`src/rtl/box_blur_3x3_rgb_top_assert.svh`:
```
// assertion macros for the 3x3 box blur
`ifndef BOX_BLUR_3X3_RGB_TOP_ASSERT_SVH
`define BOX_BLUR_3X3_RGB_TOP_ASSERT_SVH

`ifndef SYNTHESIS

`define BB3_ASSERT_ALWAYS(lbl, cond, msg) \
    lbl: assert property (@(posedge clk) disable iff (!rst_n) (cond)) \
        else $error(msg);

`define BB3_ASSERT_IMPLY(lbl, ante, cons, msg) \
    lbl: assert property (@(posedge clk) disable iff (!rst_n) (ante) |-> (cons)) \
        else $error(msg);

`else

`define BB3_ASSERT_ALWAYS(lbl, cond, msg)

`define BB3_ASSERT_IMPLY(lbl, ante, cons, msg)

`endif

`endif

```
`src/rtl/bb3_pkg.sv`:
```
package bb3_pkg;

    localparam int MAX_WIDTH_DEF = 1024;

    localparam int PIX_W = 24;
    localparam int ROW_W = 12;
    localparam int COL_W = 10;

    localparam int FW_W = 11;
    localparam int FH_W = 13;
    localparam int MAX_HEIGHT = 4096;

    localparam logic [FW_W-1:0] FRAME_WIDTH_RST  = 11'd512;
    localparam logic [FH_W-1:0] FRAME_HEIGHT_RST = 13'd512;

    // register indexes, decoded from paddr[2]
    localparam logic REG_FRAME_WIDTH  = 1'b0;
    localparam logic REG_FRAME_HEIGHT = 1'b1;

    // floor(x / 9) = (x * 7282) >> 16 for x up to 9 * 255
    localparam logic [12:0] DIV9_MULT  = 13'd7282;
    localparam int          DIV9_SHIFT = 16;

    typedef struct packed {
        logic                 interior;
        logic                 border;
        logic [ROW_W-1:0]     row;
        logic [COL_W-1:0]     col;
        logic [PIX_W-1:0]     pixel;
    } bb3_item_t;

endpackage

```
`src/rtl/bb3_lane.sv`:
```
module bb3_lane (
    input  logic       clk,
    input  logic       rst_n,
    input  logic       clear,
    input  logic       advance,
    input  logic [7:0] upper,
    input  logic [7:0] middle,
    input  logic [7:0] cur,
    output logic [7:0] quotient
);

    import bb3_pkg::*;

    // column sums of the two previous window columns
    logic [9:0]  cs0_reg;
    logic [9:0]  cs1_reg;
    logic [11:0] sum_reg;

    logic [9:0]  cs_cur;
    logic [11:0] sum_next;
    logic [24:0] prod;

    assign cs_cur   = 10'(upper) + 10'(middle) + 10'(cur);
    assign sum_next = 12'(cs0_reg) + 12'(cs1_reg) + 12'(cs_cur);

    always_ff @(posedge clk or negedge rst_n)
    begin
        if (!rst_n)
        begin
            cs0_reg <= '0;
            cs1_reg <= '0;
        end
        else if (clear)
        begin
            cs0_reg <= '0;
            cs1_reg <= '0;
        end
        else if (advance)
        begin
            cs0_reg <= cs1_reg;
            cs1_reg <= cs_cur;
        end
    end

    always_ff @(posedge clk)
    begin
        if (advance)
        begin
            sum_reg <= sum_next;
        end
    end

    // divide by nine through the reciprocal
    assign prod     = 25'(sum_reg) * 25'(DIV9_MULT);
    assign quotient = prod[DIV9_SHIFT +: 8];

endmodule

```
`config.mk`:
```
export PLATFORM = sky130hd
export DESIGN_NAME = bb3_lane
export DESIGN_NICKNAME = d
export VERILOG_FILES = /design/src/rtl/box_blur_3x3_rgb_top_assert.svh /design/src/rtl/bb3_pkg.sv /design/src/rtl/bb3_lane.sv
export SDC_FILE = /design/constraint.sdc
export NUM_CORES = 1
export LEC_CHECK = 0
export BUFFER_PORTS_ARGS = -buffer_cell sky130_fd_sc_hd__clkbuf_2
export CAP_MARGIN = 20
export CORE_MARGIN = 2
export CORE_UTILIZATION = 55
export CTS_BUF_LIST = sky130_fd_sc_hd__clkbuf_4 sky130_fd_sc_hd__clkbuf_8
export CTS_CLUSTER_SIZE = 10
export DETAILED_ROUTE_END_ITERATION = 16
export PLACE_DENSITY = 0.75
export SYNTH_ARGS = -nofsm -noshare
export SYNTH_HDL_FRONTEND = slang
export SYNTH_SLANG_ARGS = --single-unit
```
`constraint.sdc`:
```
create_clock -name clk -period 4.9 [get_ports clk]
set_clock_uncertainty 0.2 [all_clocks]
set_input_delay 0.735 -clock clk [delete_from_list [all_inputs] [get_ports clk]]
set_output_delay 0.735 -clock clk [all_outputs]
set_load 0.02 [all_outputs]
```
==> results.sh <==
export IMPL_synth_avg_cell_area_sq_um=10.0
export IMPL_dpl_hpwl_microns=7610
export IMPL_critPathCaptureType="output port"
export IMPL_cp_required_ps=3960
export IMPL_synthesis_area_sq_um=4510
export IMPL_hold_class="input pin to async pin"
export IMPL_syn_nets=611
export IMPL_setup_viol=8
export IMPL_ctsLongestPathBuffers=2
export IMPL_fill_cells=614
export IMPL_synth_yosys_seq_area_share=0.191
export IMPL_viasPerCell=5.33
export IMPL_grt_ovfl_total=0
export IMPL_period_needed_ps=5500
export IMPL_grt_pass1_wl_microns=15400
export IMPL_cts_sinks=32
export IMPL_place_congestion=0.894
export IMPL_die_w_microns=94.6
export IMPL_crit_type="flip-flop to output port"
export IMPL_synth_distinct_cells=50
export IMPL_critPathSlowestCell="fa_1"
export IMPL_fmax_ghz=0.182
export IMPL_area_delta_synth_final_pct=24.5
export IMPL_setup_worst_path_start_class="flip-flop"
export IMPL_stdcell_count=641
export IMPL_largest_register_ffs=12
export IMPL_hold_viol_final=0
export IMPL_ctsRootBufferMaster="clkbuf_8"
export IMPL_final_cell_mix="inv_1, ha_1, buf_4"
export IMPL_antenna_cells=0
export IMPL_tritoncts="yes"
export IMPL_failed_checks="setup timing"
export IMPL_fin_area_sq_um=5620
export IMPL_place_worst_setup_slack_ps=-387
export IMPL_grt_max_degree=38
export IMPL_synth_edf_count=12
export IMPL_final_util=0.694
export IMPL_path_max_fanout=4
export IMPL_maxCapViolCount=0
export IMPL_cpMostUsedCell="fa_1"
export IMPL_async_flop_share=0.625
export IMPL_ys_flop_type="dfrtp_1"
export IMPL_cts_buffers=5
export IMPL_layout_nets=695
export IMPL_grt_use_total=0.220
export IMPL_drive_gt1_frac=0.280
export IMPL_drv_slew=0
export IMPL_port_buffers=35
export IMPL_dieArea_sq_um=8940
export IMPL_yosysWarnings=0
export IMPL_postPlaceCellArea_sq_um=5140
export IMPL_slew_headroom=0.346
export IMPL_final_common_cell="inv_1"
export IMPL_drc_errors=0
export IMPL_run_status="finished with violations"
export IMPL_final_antenna_net_count=0
export IMPL_die_height_microns=94.6
export IMPL_path_cells="fa_1, ha_4, inv_2, fa_1, inv_1, fa_1, inv_1, fa_1, inv_2, ha_4, and3_4, and4_4, a22oi_2, o211ai_2, a21oi_2, xnor2_1, clkbuf_4"
export IMPL_h_tree_depth=2
export IMPL_drt_iter0_markers=38
export IMPL_start_util=0.558
export IMPL_row_count=33
export IMPL_drt_wl_total_microns=9400
export IMPL_worstPathArrival_ps=4560
export IMPL_period_share=1.12
export IMPL_critPathLaunch="sum_reg[8]"
export IMPL_ioPinCount=36
export IMPL_setup_ws_ps=-599
export IMPL_antenna_found_initial=0
export IMPL_clkTransAtPathRegs_ps=70
export IMPL_r2r_start="cs1_reg[1]"
export IMPL_core_area_sq_um=8090
export IMPL_wl_per_cell_microns=14.7
export IMPL_drtPass1Iterations=4
export IMPL_num_vias=3418
export IMPL_worst_pin_slew_ps=981
export IMPL_placed_cells=628
export IMPL_syn_inst=451
export IMPL_grt_pass1_vias=3517
export IMPL_worstSkewPairLatency_ps=280
export IMPL_rsz0062_at_grt="true"
export IMPL_synth_seq_cells=32
export IMPL_slowest_delay_ps=530
[area by class of cell]
type,instances,area (sq um),area share
repair buffers,90,616,0.110
clock inverters,2,11.3,0.00200
inverters,72,270,0.0481
clock buffers,6,76.3,0.0136
well taps,105,131,0.0234
multi-input cells,334,3650,0.650
flip-flops and latches,32,861,0.153
[cells by family after synthesis]
group	synth area share
flip-flops	0.191
AO/OA/AOI/OAI	0.0968
adder cells (fa/ha/maj)	0.448
XOR/XNOR	0.0466
buffers and inverters	0.0779
multiplexers	0.0377
AND/OR/NAND/NOR	0.103
[path summary, 6_finish.rpt]
kind / slack (ps) / to / cells past startpoint
max: -600 / quotient[7] / 17
min: 200 / cs1_reg[2] / 1
max reg2reg: 1820 / sum_reg[9] / 12
min reg2reg: 350 / cs0_reg[9] / 2
max in group asynchronous: 3950 / cs0_reg[8] / 1
min in group clk: 350 / cs0_reg[9] / 2
[metrics by stage]
| step | setup TNS (ps) | hold slack, ps |
|---|---|---|
| final | -3990 | 201 |
| after global routing | -5170 | 240 |
| after CTS | -4050 | 213 |
| after detailed placement | -2560 | 346 |
| after global placement | -1500 | 303 |
| after floorplan | -561 | 239 |
[synth_stat cells (all sizes together) (4+ instances only)]
master / instances / area (sq um)
ha: 83 / 1040
inv: 72 / 270
fa: 49 / 981
nor2: 39 / 146
dfrtp: 20 / 500
nand2: 20 / 75.1
o21ai: 19 / 106
a21oi: 18 / 90.1
mux2i: 17 / 170
xnor2: 16 / 140
edfxtp: 12 / 360
buf: 11 / 73.8
nor2b: 9 / 56.3
xor2: 8 / 70.1
a21o: 5 / 37.5
a31oi: 5 / 31.3
o21a: 5 / 37.5
nand3: 4 / 20.0
nor3: 4 / 20.0
o211ai: 4 / 35.0
[critical path: cells and delay by family (launching register included)]
family	cells	cell delay, ps
adders and majority gates	6	2580
DFF	1	440
and+or+nand+nor	2	390
AOI/OAI and AO/OA	3	390
buffers and inverters	5	370
xor gates and xnor gates	1	130
[repair_timing]
| item | 4_1_cts | 5_1_grt |
|---|---|---|
| setup endpoints to repair | 8 | 10 |
| gates resized for setup | 31 | 36 |
| pin swaps | 15 | 20 |
| hold buffers | 0 | 0 |
| buffers inserted | 4 | 1 |
[per-layer routing]
metal / GRT usage / up-vias / routed length [microns] / part of all wire
met4: 0.0556 / 0 / 147 / 0.016
li1: - / 1669 / - / -
met3: 0.0200 / 15 / 221 / 0.024
met2: 0.443 / 65 / 5400 / 0.57
met5: 0 / - / 0 / 0
met1: 0.244 / 1669 / 3630 / 0.39
Power is not shown: default switching activity piles up to over one toggle a cycle in this logic, so the estimate is an artifact.
