`config.mk`:
```
export PLATFORM = sky130hd
export DESIGN_NAME = bb3_merge
export DESIGN_NICKNAME = d
export VERILOG_FILES = /design/src/rtl/box_blur_3x3_rgb_top_assert.svh /design/src/rtl/bb3_pkg.sv /design/src/rtl/bb3_merge.sv
export SDC_FILE = /design/constraint.sdc
export NUM_CORES = 1
export LEC_CHECK = 0
export ABC_CLOCK_PERIOD_IN_PS = 9600
export BUFFER_PORTS_ARGS = -buffer_cell sky130_fd_sc_hd__buf_2
export CAP_MARGIN = 10
export CORE_MARGIN = 2
export CORE_UTILIZATION = 53
export CTS_CLUSTER_DIAMETER = 100
export DETAILED_ROUTE_END_ITERATION = 12
export PLACE_DENSITY = 0.84
export SKIP_LAST_GASP = 1
export SLEW_MARGIN = 20
export SYNTH_ARGS = -nofsm -noshare
export SYNTH_HDL_FRONTEND = slang
export SYNTH_SLANG_ARGS = --single-unit
```
`constraint.sdc`:
```
create_clock -name clk -period 9.6 [get_ports clk]
set_input_delay 0.48 -clock clk [delete_from_list [all_inputs] [get_ports clk]]
set_output_delay 0.48 -clock clk [all_outputs]
set_load 0.1 [all_outputs]
```
`src/rtl/box_blur_3x3_rgb_top_assert.svh`:
```
// assertion macros for the 3x3 box blur
`ifndef BOX_BLUR_3X3_RGB_TOP_ASSERT_SVH
`define BOX_BLUR_3X3_RGB_TOP_ASSERT_SVH

`ifndef SYNTHESIS

`define BB3_ASSERT_ALWAYS(lbl, cond, msg) \
    lbl: assert property (@(posedge clk) disable iff (!rst_n) (cond)) \
        else $error(msg);

`define BB3_ASSERT_IMPLY(lbl, ante, cons, msg) \
    lbl: assert property (@(posedge clk) disable iff (!rst_n) (ante) |-> (cons)) \
        else $error(msg);

`else

`define BB3_ASSERT_ALWAYS(lbl, cond, msg)

`define BB3_ASSERT_IMPLY(lbl, ante, cons, msg)

`endif

`endif

```
`src/rtl/bb3_pkg.sv`:
```
package bb3_pkg;

    localparam int MAX_WIDTH_DEF = 1024;

    localparam int PIX_W = 24;
    localparam int ROW_W = 12;
    localparam int COL_W = 10;

    localparam int FW_W = 11;
    localparam int FH_W = 13;
    localparam int MAX_HEIGHT = 4096;

    localparam logic [FW_W-1:0] FRAME_WIDTH_RST  = 11'd512;
    localparam logic [FH_W-1:0] FRAME_HEIGHT_RST = 13'd512;

    // register indexes, decoded from paddr[2]
    localparam logic REG_FRAME_WIDTH  = 1'b0;
    localparam logic REG_FRAME_HEIGHT = 1'b1;

    // floor(x / 9) = (x * 7282) >> 16 for x up to 9 * 255
    localparam logic [12:0] DIV9_MULT  = 13'd7282;
    localparam int          DIV9_SHIFT = 16;

    typedef struct packed {
        logic                 interior;
        logic                 border;
        logic [ROW_W-1:0]     row;
        logic [COL_W-1:0]     col;
        logic [PIX_W-1:0]     pixel;
    } bb3_item_t;

endpackage

```
`src/rtl/bb3_merge.sv`:
```
module bb3_merge (
    input  logic              clk,
    input  logic              rst_n,
    input  logic              load,
    input  bb3_pkg::bb3_item_t item,
    input  logic [7:0]        red_q,
    input  logic [7:0]        green_q,
    input  logic [7:0]        blue_q,
    output logic              free,
    output logic              m_tvalid,
    input  logic              m_tready,
    output logic [47:0]       m_tdata,
    output logic              m_tlast
);

    import bb3_pkg::*;

    logic             s2_valid_reg;
    logic             int_pend_reg;
    logic             bord_pend_reg;
    logic [ROW_W-1:0] row_reg;
    logic [COL_W-1:0] col_reg;
    logic [PIX_W-1:0] pix_reg;

    logic             out_valid_reg;
    logic [47:0]      out_data_reg;
    logic             out_last_reg;

    logic             out_free;
    logic             emit;
    logic             last_emit;
    logic             done;
    logic [47:0]      out_data_next;
    logic             out_last_next;

    assign out_free  = !out_valid_reg || m_tready;
    assign emit      = s2_valid_reg && out_free && (int_pend_reg || bord_pend_reg);
    assign last_emit = emit && !(int_pend_reg && bord_pend_reg);
    assign done      = s2_valid_reg && (!(int_pend_reg || bord_pend_reg) || last_emit);
    assign free      = !s2_valid_reg || done;

    // interior result for the window center first, then the border pixel
    always_comb
    begin
        if (int_pend_reg)
        begin
            out_data_next = {2'b00, blue_q, green_q, red_q,
                             col_reg - 10'd1, row_reg - 12'd1};
            out_last_next = !bord_pend_reg;
        end
        else
        begin
            out_data_next = {2'b00, pix_reg[7:0], pix_reg[15:8], pix_reg[23:16],
                             col_reg, row_reg};
            out_last_next = 1'b1;
        end
    end

    always_ff @(posedge clk or negedge rst_n)
    begin
        if (!rst_n)
        begin
            s2_valid_reg  <= 1'b0;
            int_pend_reg  <= 1'b0;
            bord_pend_reg <= 1'b0;
            out_valid_reg <= 1'b0;
        end
        else
        begin
            if (load)
            begin
                s2_valid_reg  <= 1'b1;
                int_pend_reg  <= item.interior;
                bord_pend_reg <= item.border;
            end
            else if (done)
            begin
                s2_valid_reg  <= 1'b0;
                int_pend_reg  <= 1'b0;
                bord_pend_reg <= 1'b0;
            end
            else if (emit)
            begin
                int_pend_reg <= 1'b0;
            end

            if (emit)
            begin
                out_valid_reg <= 1'b1;
            end
            else if (m_tready)
            begin
                out_valid_reg <= 1'b0;
            end
        end
    end

    always_ff @(posedge clk)
    begin
        if (load)
        begin
            row_reg <= item.row;
            col_reg <= item.col;
            pix_reg <= item.pixel;
        end
        if (emit)
        begin
            out_data_reg <= out_data_next;
            out_last_reg <= out_last_next;
        end
    end

    assign m_tvalid = out_valid_reg;
    assign m_tdata  = out_data_reg;
    assign m_tlast  = out_last_reg;

endmodule

```
==> reports/metrics.csv, run 1 <==
metric;value;unit
layout.area.seq;2890;µm²
critPathMaxFanout;39;
cts_root_buf;clkbuf_8;
cp.required;9.60;ns
finalHoldViolCount;0;
setup.worst_path.class;register to register;
p_total;1020;µW
syn_inst;202;
status;completed;
ctsHtreeMaxLevel;3;
port_buffers;124;
syn-cell-area;3700;µm²
area_growth_syn_to_layout;24.8;%
multi_input_area;762;µm²
crit_arrival;2.54;ns
drt-met1-wl;2530;µm
ioPinCount;127;
largest_register_ffs;46;
drive_gt1_share;48.7;%
relSlewSlack;35.1;%
period_needed;2.54;ns
ant_nets;0;
grtUsageTotal;17.5;%
r2r_end;m_tdata[6];
numCtsBuffers;9;
worstReg2RegStart;int_pend_reg;
initial_utilization;54.8;%
antenna_found_initial;0;
rsz0062_at_grt;no;
row_count;30;
vias;2174;
rrSetupSlack;7.06;ns
finClkSkew;0.00933;ns
grt_pass1_wl;9690;µm
dp_hpwl;4600;µm
die-area;7670;µm²
clockBufferDepth;2;
maxSlewViolCount;0;
via_per_inst;5.19;
end_kind;register;
antennaDiodeCount;0;
startpoint_type;register;
route.detailed.drc;0;
power_density;220;nW/µm²
gp_congestion;0.787;
synth_warnings;0;
finalHoldWorstSlack;0.305;ns
holdPathStages;1;
met3WireLength;510;µm
highest_layer;met4;
fillers;487;
die_y;87.6;µm
drt_iter0_drc;122;
holdCritStartpoint;item[29];
worst_pin_slew;0.960;ns
cts.sinks;97;
cts_tree;done;
grt_start_max_net_pins;52;
avgSynthCellArea;18.3;µm²
min_period_over_period;26.5;%
wirelength;6540;µm
hold_class;input port to register;
p_leak;0.00183;µW
fin_nets;412;
grt.overflow.total;0;
final_cell_mix;buf_2, edfxtp_1, mux2_2, xnor2_1, nand2_1;
cts_resized;0;
fin_tns_setup;0;ns
fp.coreArea;6760;µm²
firstDrtPassIters;6;
ctsHoldBuffers;1;
hold_end;col_reg[5];
die_w;87.6;µm
finalSetupViolCount;0;
clock_latency;0.34;ns
cap_violations;0;
post_cts_buffers;0;
fmax;394;MHz
grt_pass1_vias;2088;
dr_wl_met2;3430;µm
synth.distinct_cells;31;
yosys_register_bits;97;
synth_seq_area_share;78.2;%
path_clk_slew;0.09;ns
startpoint;int_pend_reg;
mostFrequentLayoutCell;buf_2;
vdd_ir_drop_max;0.000106;V
wl_per_cell;15.6;µm
r2r_cells;3;
## synthesized netlist by cell type (all sizes together)
cell | count | area [µm²]
edfxtp | 93 | 2790
mux2 | 24 | 270
xnor2 | 12 | 113
nand2 | 11 | 41.3
nor2 | 8 | 30.0
xor2 | 7 | 61.3
buf | 6 | 37.5
inv | 5 | 18.8
dfrtp | 4 | 100
o21ai | 4 | 20.0
nand3 | 3 | 15.0
nor4 | 3 | 18.8
ha | 2 | 25.0
mux2i | 2 | 20.0
nand3b | 2 | 15.0
nand4 | 2 | 12.5
nor4b | 2 | 17.5
or3 | 2 | 17.5
a21o | 1 | 7.51
conb | 1 | 3.75
maj3 | 1 | 10.0
nand2b | 1 | 6.26
nand4b | 1 | 8.76
nor2b | 1 | 6.26
nor3 | 1 | 5.00
nor3b | 1 | 7.51
o31ai | 1 | 7.51
or4 | 1 | 11.3
## worst max-delay path, stage by stage, from the launching register on
cell and delay (ns):
dfrtp_2 0.90, o21ai_0 0.36, nor2_4 0.49, buf_4 0.45
## layer usage
layer | GRT usage (%) | up-vias
met3 | 6.97 | 10
met5 | 0 | -
li1 | - | 1017
met2 | 30.2 | 102
met1 | 20.6 | 1045
met4 | 4.34 | 0
## final cells by class
cell class                 instances  share of cell area (%)
timing repair buffer             126                    13.9
tap                               80                    2.17
clock buffer                      12                    2.93
clock inverter                     4                    1.46
sequential                        97                    62.7
multi-input combinational         95                    16.5
inverter                           5                   0.406
## how the worst max path moves through the flow
stage / endpoint / slack, ns / cells after the start
floorplan: m_tdata[0] / 6.10 / 2
global placement: m_tdata[33] / 7.10 / 3
detailed placement: m_tdata[3] / 7.01 / 3
CTS: m_tdata[8] / 7.01 / 3
global route: m_tdata[0] / 6.83 / 3
finish: m_tdata[6] / 7.06 / 3
## per-stage QoR
stage	setup WS [ns]	util (%)	instance area (µm²)	instances
5_1_grt	6.83	68.4	4620	419
4_1_cts	7.01	68.3	4620	419
3_5_place_dp	7.01	65.2	4400	402
6_report	7.06	68.4	4620	419
3_3_place_gp	7.10	65.2	4400	402
2_1_floorplan	6.10	-	3700	203
## logic make-up (layout without fill, tap and decap cells)
| kind of cell | count (synthesis) | count (layout) | share of synthesized area, % |
|---|---|---|---|
| multiplexers | 26 | 26 | 7.85 |
| AND/OR/NAND/NOR | 39 | 39 | 5.75 |
| buffers and inverters | 11 | 147 | 1.52 |
| flip-flops | 97 | 97 | 78.2 |
| XOR/XNOR | 19 | 19 | 4.70 |
| other | 1 | 2 | 0.101 |
| adder cells (fa/ha/maj) | 3 | 3 | 0.947 |
| AO/OA/AOI/OAI | 6 | 6 | 0.947 |
## where the power goes
part | leakage (µW) | switching (µW) | internal, µW
clock | 0.0000997 | 123 | 146
combinational | 0.000790 | 173 | 44.0
sequential | 0.000936 | 19.8 | 510
(Power assumes the default switching activity.)
==> run 2: changes to the inputs <==
ABC_CLOCK_PERIOD_IN_PS = 2650   (was 9600)
CORE_UTILIZATION = 50   (was 53)
PLACE_DENSITY = 0.8   (was 0.84)
clock period = 2.65 ns   (was 9.6 ns; I/O delays follow)
==> reports/metrics.csv, run 2 (synthesis gave the netlist of run 1 again) <==
metric;value;unit;change
setup.worst_path.class;register to primary output;;was register to register
cts.sinks;97;;unchanged
vias;2295;;was 2174
worst_pin_slew;0.635;ns;was 0.960 ns
route.detailed.drc;0;;unchanged
ant_nets;0;;unchanged
wirelength;7150;µm;was 6540 µm
fp.coreArea;7210;µm²;was 6760 µm²
maxSlewViolCount;0;;unchanged
finalHoldViolCount;0;;unchanged
grt_pass1_vias;2445;;was 2088
finalSetupViolCount;0;;unchanged
port_buffers;124;;unchanged
row_count;31;;was 30
path_clk_slew;0.08;ns;was 0.09 ns
clock_latency;0.35;ns;was 0.34 ns
via_per_inst;4.69;;was 5.19
firstDrtPassIters;4;;was 6
hold_class;input port to register;;unchanged
min_period_over_period;76.6;%;
dp_hpwl;4570;µm;was 4600 µm
critPathMaxFanout;15;;was 39
p_int;2390;µW;was 699 µW
cp.required;2.52;ns;was 9.60 ns
ioPinCount;127;;unchanged
finalHoldWorstSlack;0.0245;ns;was 0.305 ns
end_kind;primary output;;was register
power_density;704;nW/µm²;was 220 nW/µm²
fin_tns_setup;0;ns;unchanged
ctsHtreeMaxLevel;3;;unchanged
gp_congestion;0.747;;was 0.787
largest_register_ffs;46;;unchanged
p_switching;1200;µW;was 316 µW
period_needed;2.03;ns;
startpoint;int_pend_reg;;unchanged
fin_nets;463;;was 412
p_total;3590;µW;was 1020 µW
die-area;8100;µm²;was 7670 µm²
fmax;493;MHz;
vdd_ir_drop_max;0.000431;V;was 0.000106 V
cap_violations;0;;unchanged
drt_iter0_drc;77;;was 122
finClkSkew;0.00857;ns;was 0.00933 ns
wl_per_cell;14.6;µm;was 15.6 µm
antennaDiodeCount;0;;unchanged
antenna_found_initial;0;;unchanged
p_seq_share;53.0;%;was 52.1%
grt.overflow.total;0;;unchanged
die_w;90.0;µm;was 87.6 µm
final_cell_mix;buf_2, edfxtp_1, dlygate4sd3_1, mux2_2;;was buf_2, edfxtp_1, mux2_2, xnor2_1, nand2_1
holdCritStartpoint;item[47];;was item[29]
grt_start_max_net_pins;52;;unchanged
relSlewSlack;57.7;%;was 35.1%
post_cts_buffers;0;;unchanged
status;completed;;unchanged
numCtsBuffers;9;;unchanged
postLayoutCoreUtil;70.8;%;was 68.4%
mostFrequentLayoutCell;buf_2;;unchanged
crit_arrival;1.90;ns;was 2.54 ns
comb_power_share;23.9;%;was 21.4%
initial_utilization;51.3;%;was 54.8%
die_y;90.0;µm;was 87.6 µm
fillers;506;;was 487
grt_pass1_wl;11400;µm;was 9690 µm
cts_tree;done;;unchanged
clockPowerShare;23.1;%;was 26.4%
grtUsageTotal;18.3;%;was 17.5%
rsz0062_at_grt;no;;unchanged
p_sw_share;33.4;%;was 31.1%
area_growth_syn_to_layout;38.0;%;was 24.8%
p_leak;0.00203;µW;was 0.00183 µW
drive_gt1_share;44.4;%;was 48.7%
startpoint_type;register;;unchanged
worstReg2RegStart;int_pend_reg;;unchanged
clockBufferDepth;2;;unchanged
cts_root_buf;clkbuf_8;;unchanged
-- run 2: changes by cell type in the layout (fill, tap and decap cells not counted), sizes merged --
cell         delta
buf             +4
clkbuf          -3
bufinv          -2
clkinvlp        +2
dlygate4sd3    +47
clkinv          +3
-- run 2: worst max-delay path, cell delays in order, from the launching register on --
cell,delay (ns)
dfrtp_1,0.59
maj3_1,0.46
nand2_1,0.08
buf_2,0.43
-- run 2: cell type report --
cell class / count / area, µm² / share of cell area [%]
tap: 99 / 124 / 2.43
clock inverter: 7 / 47.5 / 0.931
sequential: 97 / 2890 / 56.6
multi-input combinational: 95 / 762 / 14.9
inverter: 5 / 18.8 / 0.367
clock buffer: 9 / 124 / 2.43
timing repair buffer: 177 / 1140 / 22.3
-- run 2: path summary, 6_finish.rpt --
path,end,slack (ns),cells past startpoint
min,int_pend_reg,0.02,3
max in group asynchronous,m_tvalid,2.40,2
min reg2reg,s2_valid_reg,0.53,1
max,free,0.62,3
max reg2reg,m_tdata[2],0.72,3
min in group asynchronous,s2_valid_reg,0.12,2
-- run 2: per-stage QoR --
| step | cells | instance area, µm² | setup slack, ns |
|---|---|---|---|
| after floorplan | 203 | 3710 | 0.408 |
| after global placement | 425 | 4460 | 0.778 |
| after detailed placement | 425 | 4460 | 0.682 |
| after CTS | 489 | 5110 | 0.590 |
| after global routing | 489 | 5110 | 0.506 |
| final | 489 | 5110 | 0.620 |
-- run 2: power groups by stage --
stage | clock [µW] | sequential [µW] | combinational, µW
after CTS | 853 | 1900 | 864
final | 829 | 1900 | 860
after global routing | 910 | 1920 | 896
after floorplan | 0 | 2400 | 167
after global placement | 0 | 1930 | 798
after detailed placement | 0 | 1940 | 807
-- run 2: routing by layer --
layer,track usage [%],vias to the layer above,wire (µm),part of all wire [%]
met1,20.7,1091,2820,39
met2,33.1,76,3870,54
li1,-,1120,-,-
met4,8.33,0,100,1.4
met5,0,-,0,0
met3,4.02,8,370,5.2
-- run 2: timing repair --
action	4_1_cts	5_1_grt
hold buffers	48	0
resized for setup	0	0
hold endpoints to repair	51	0
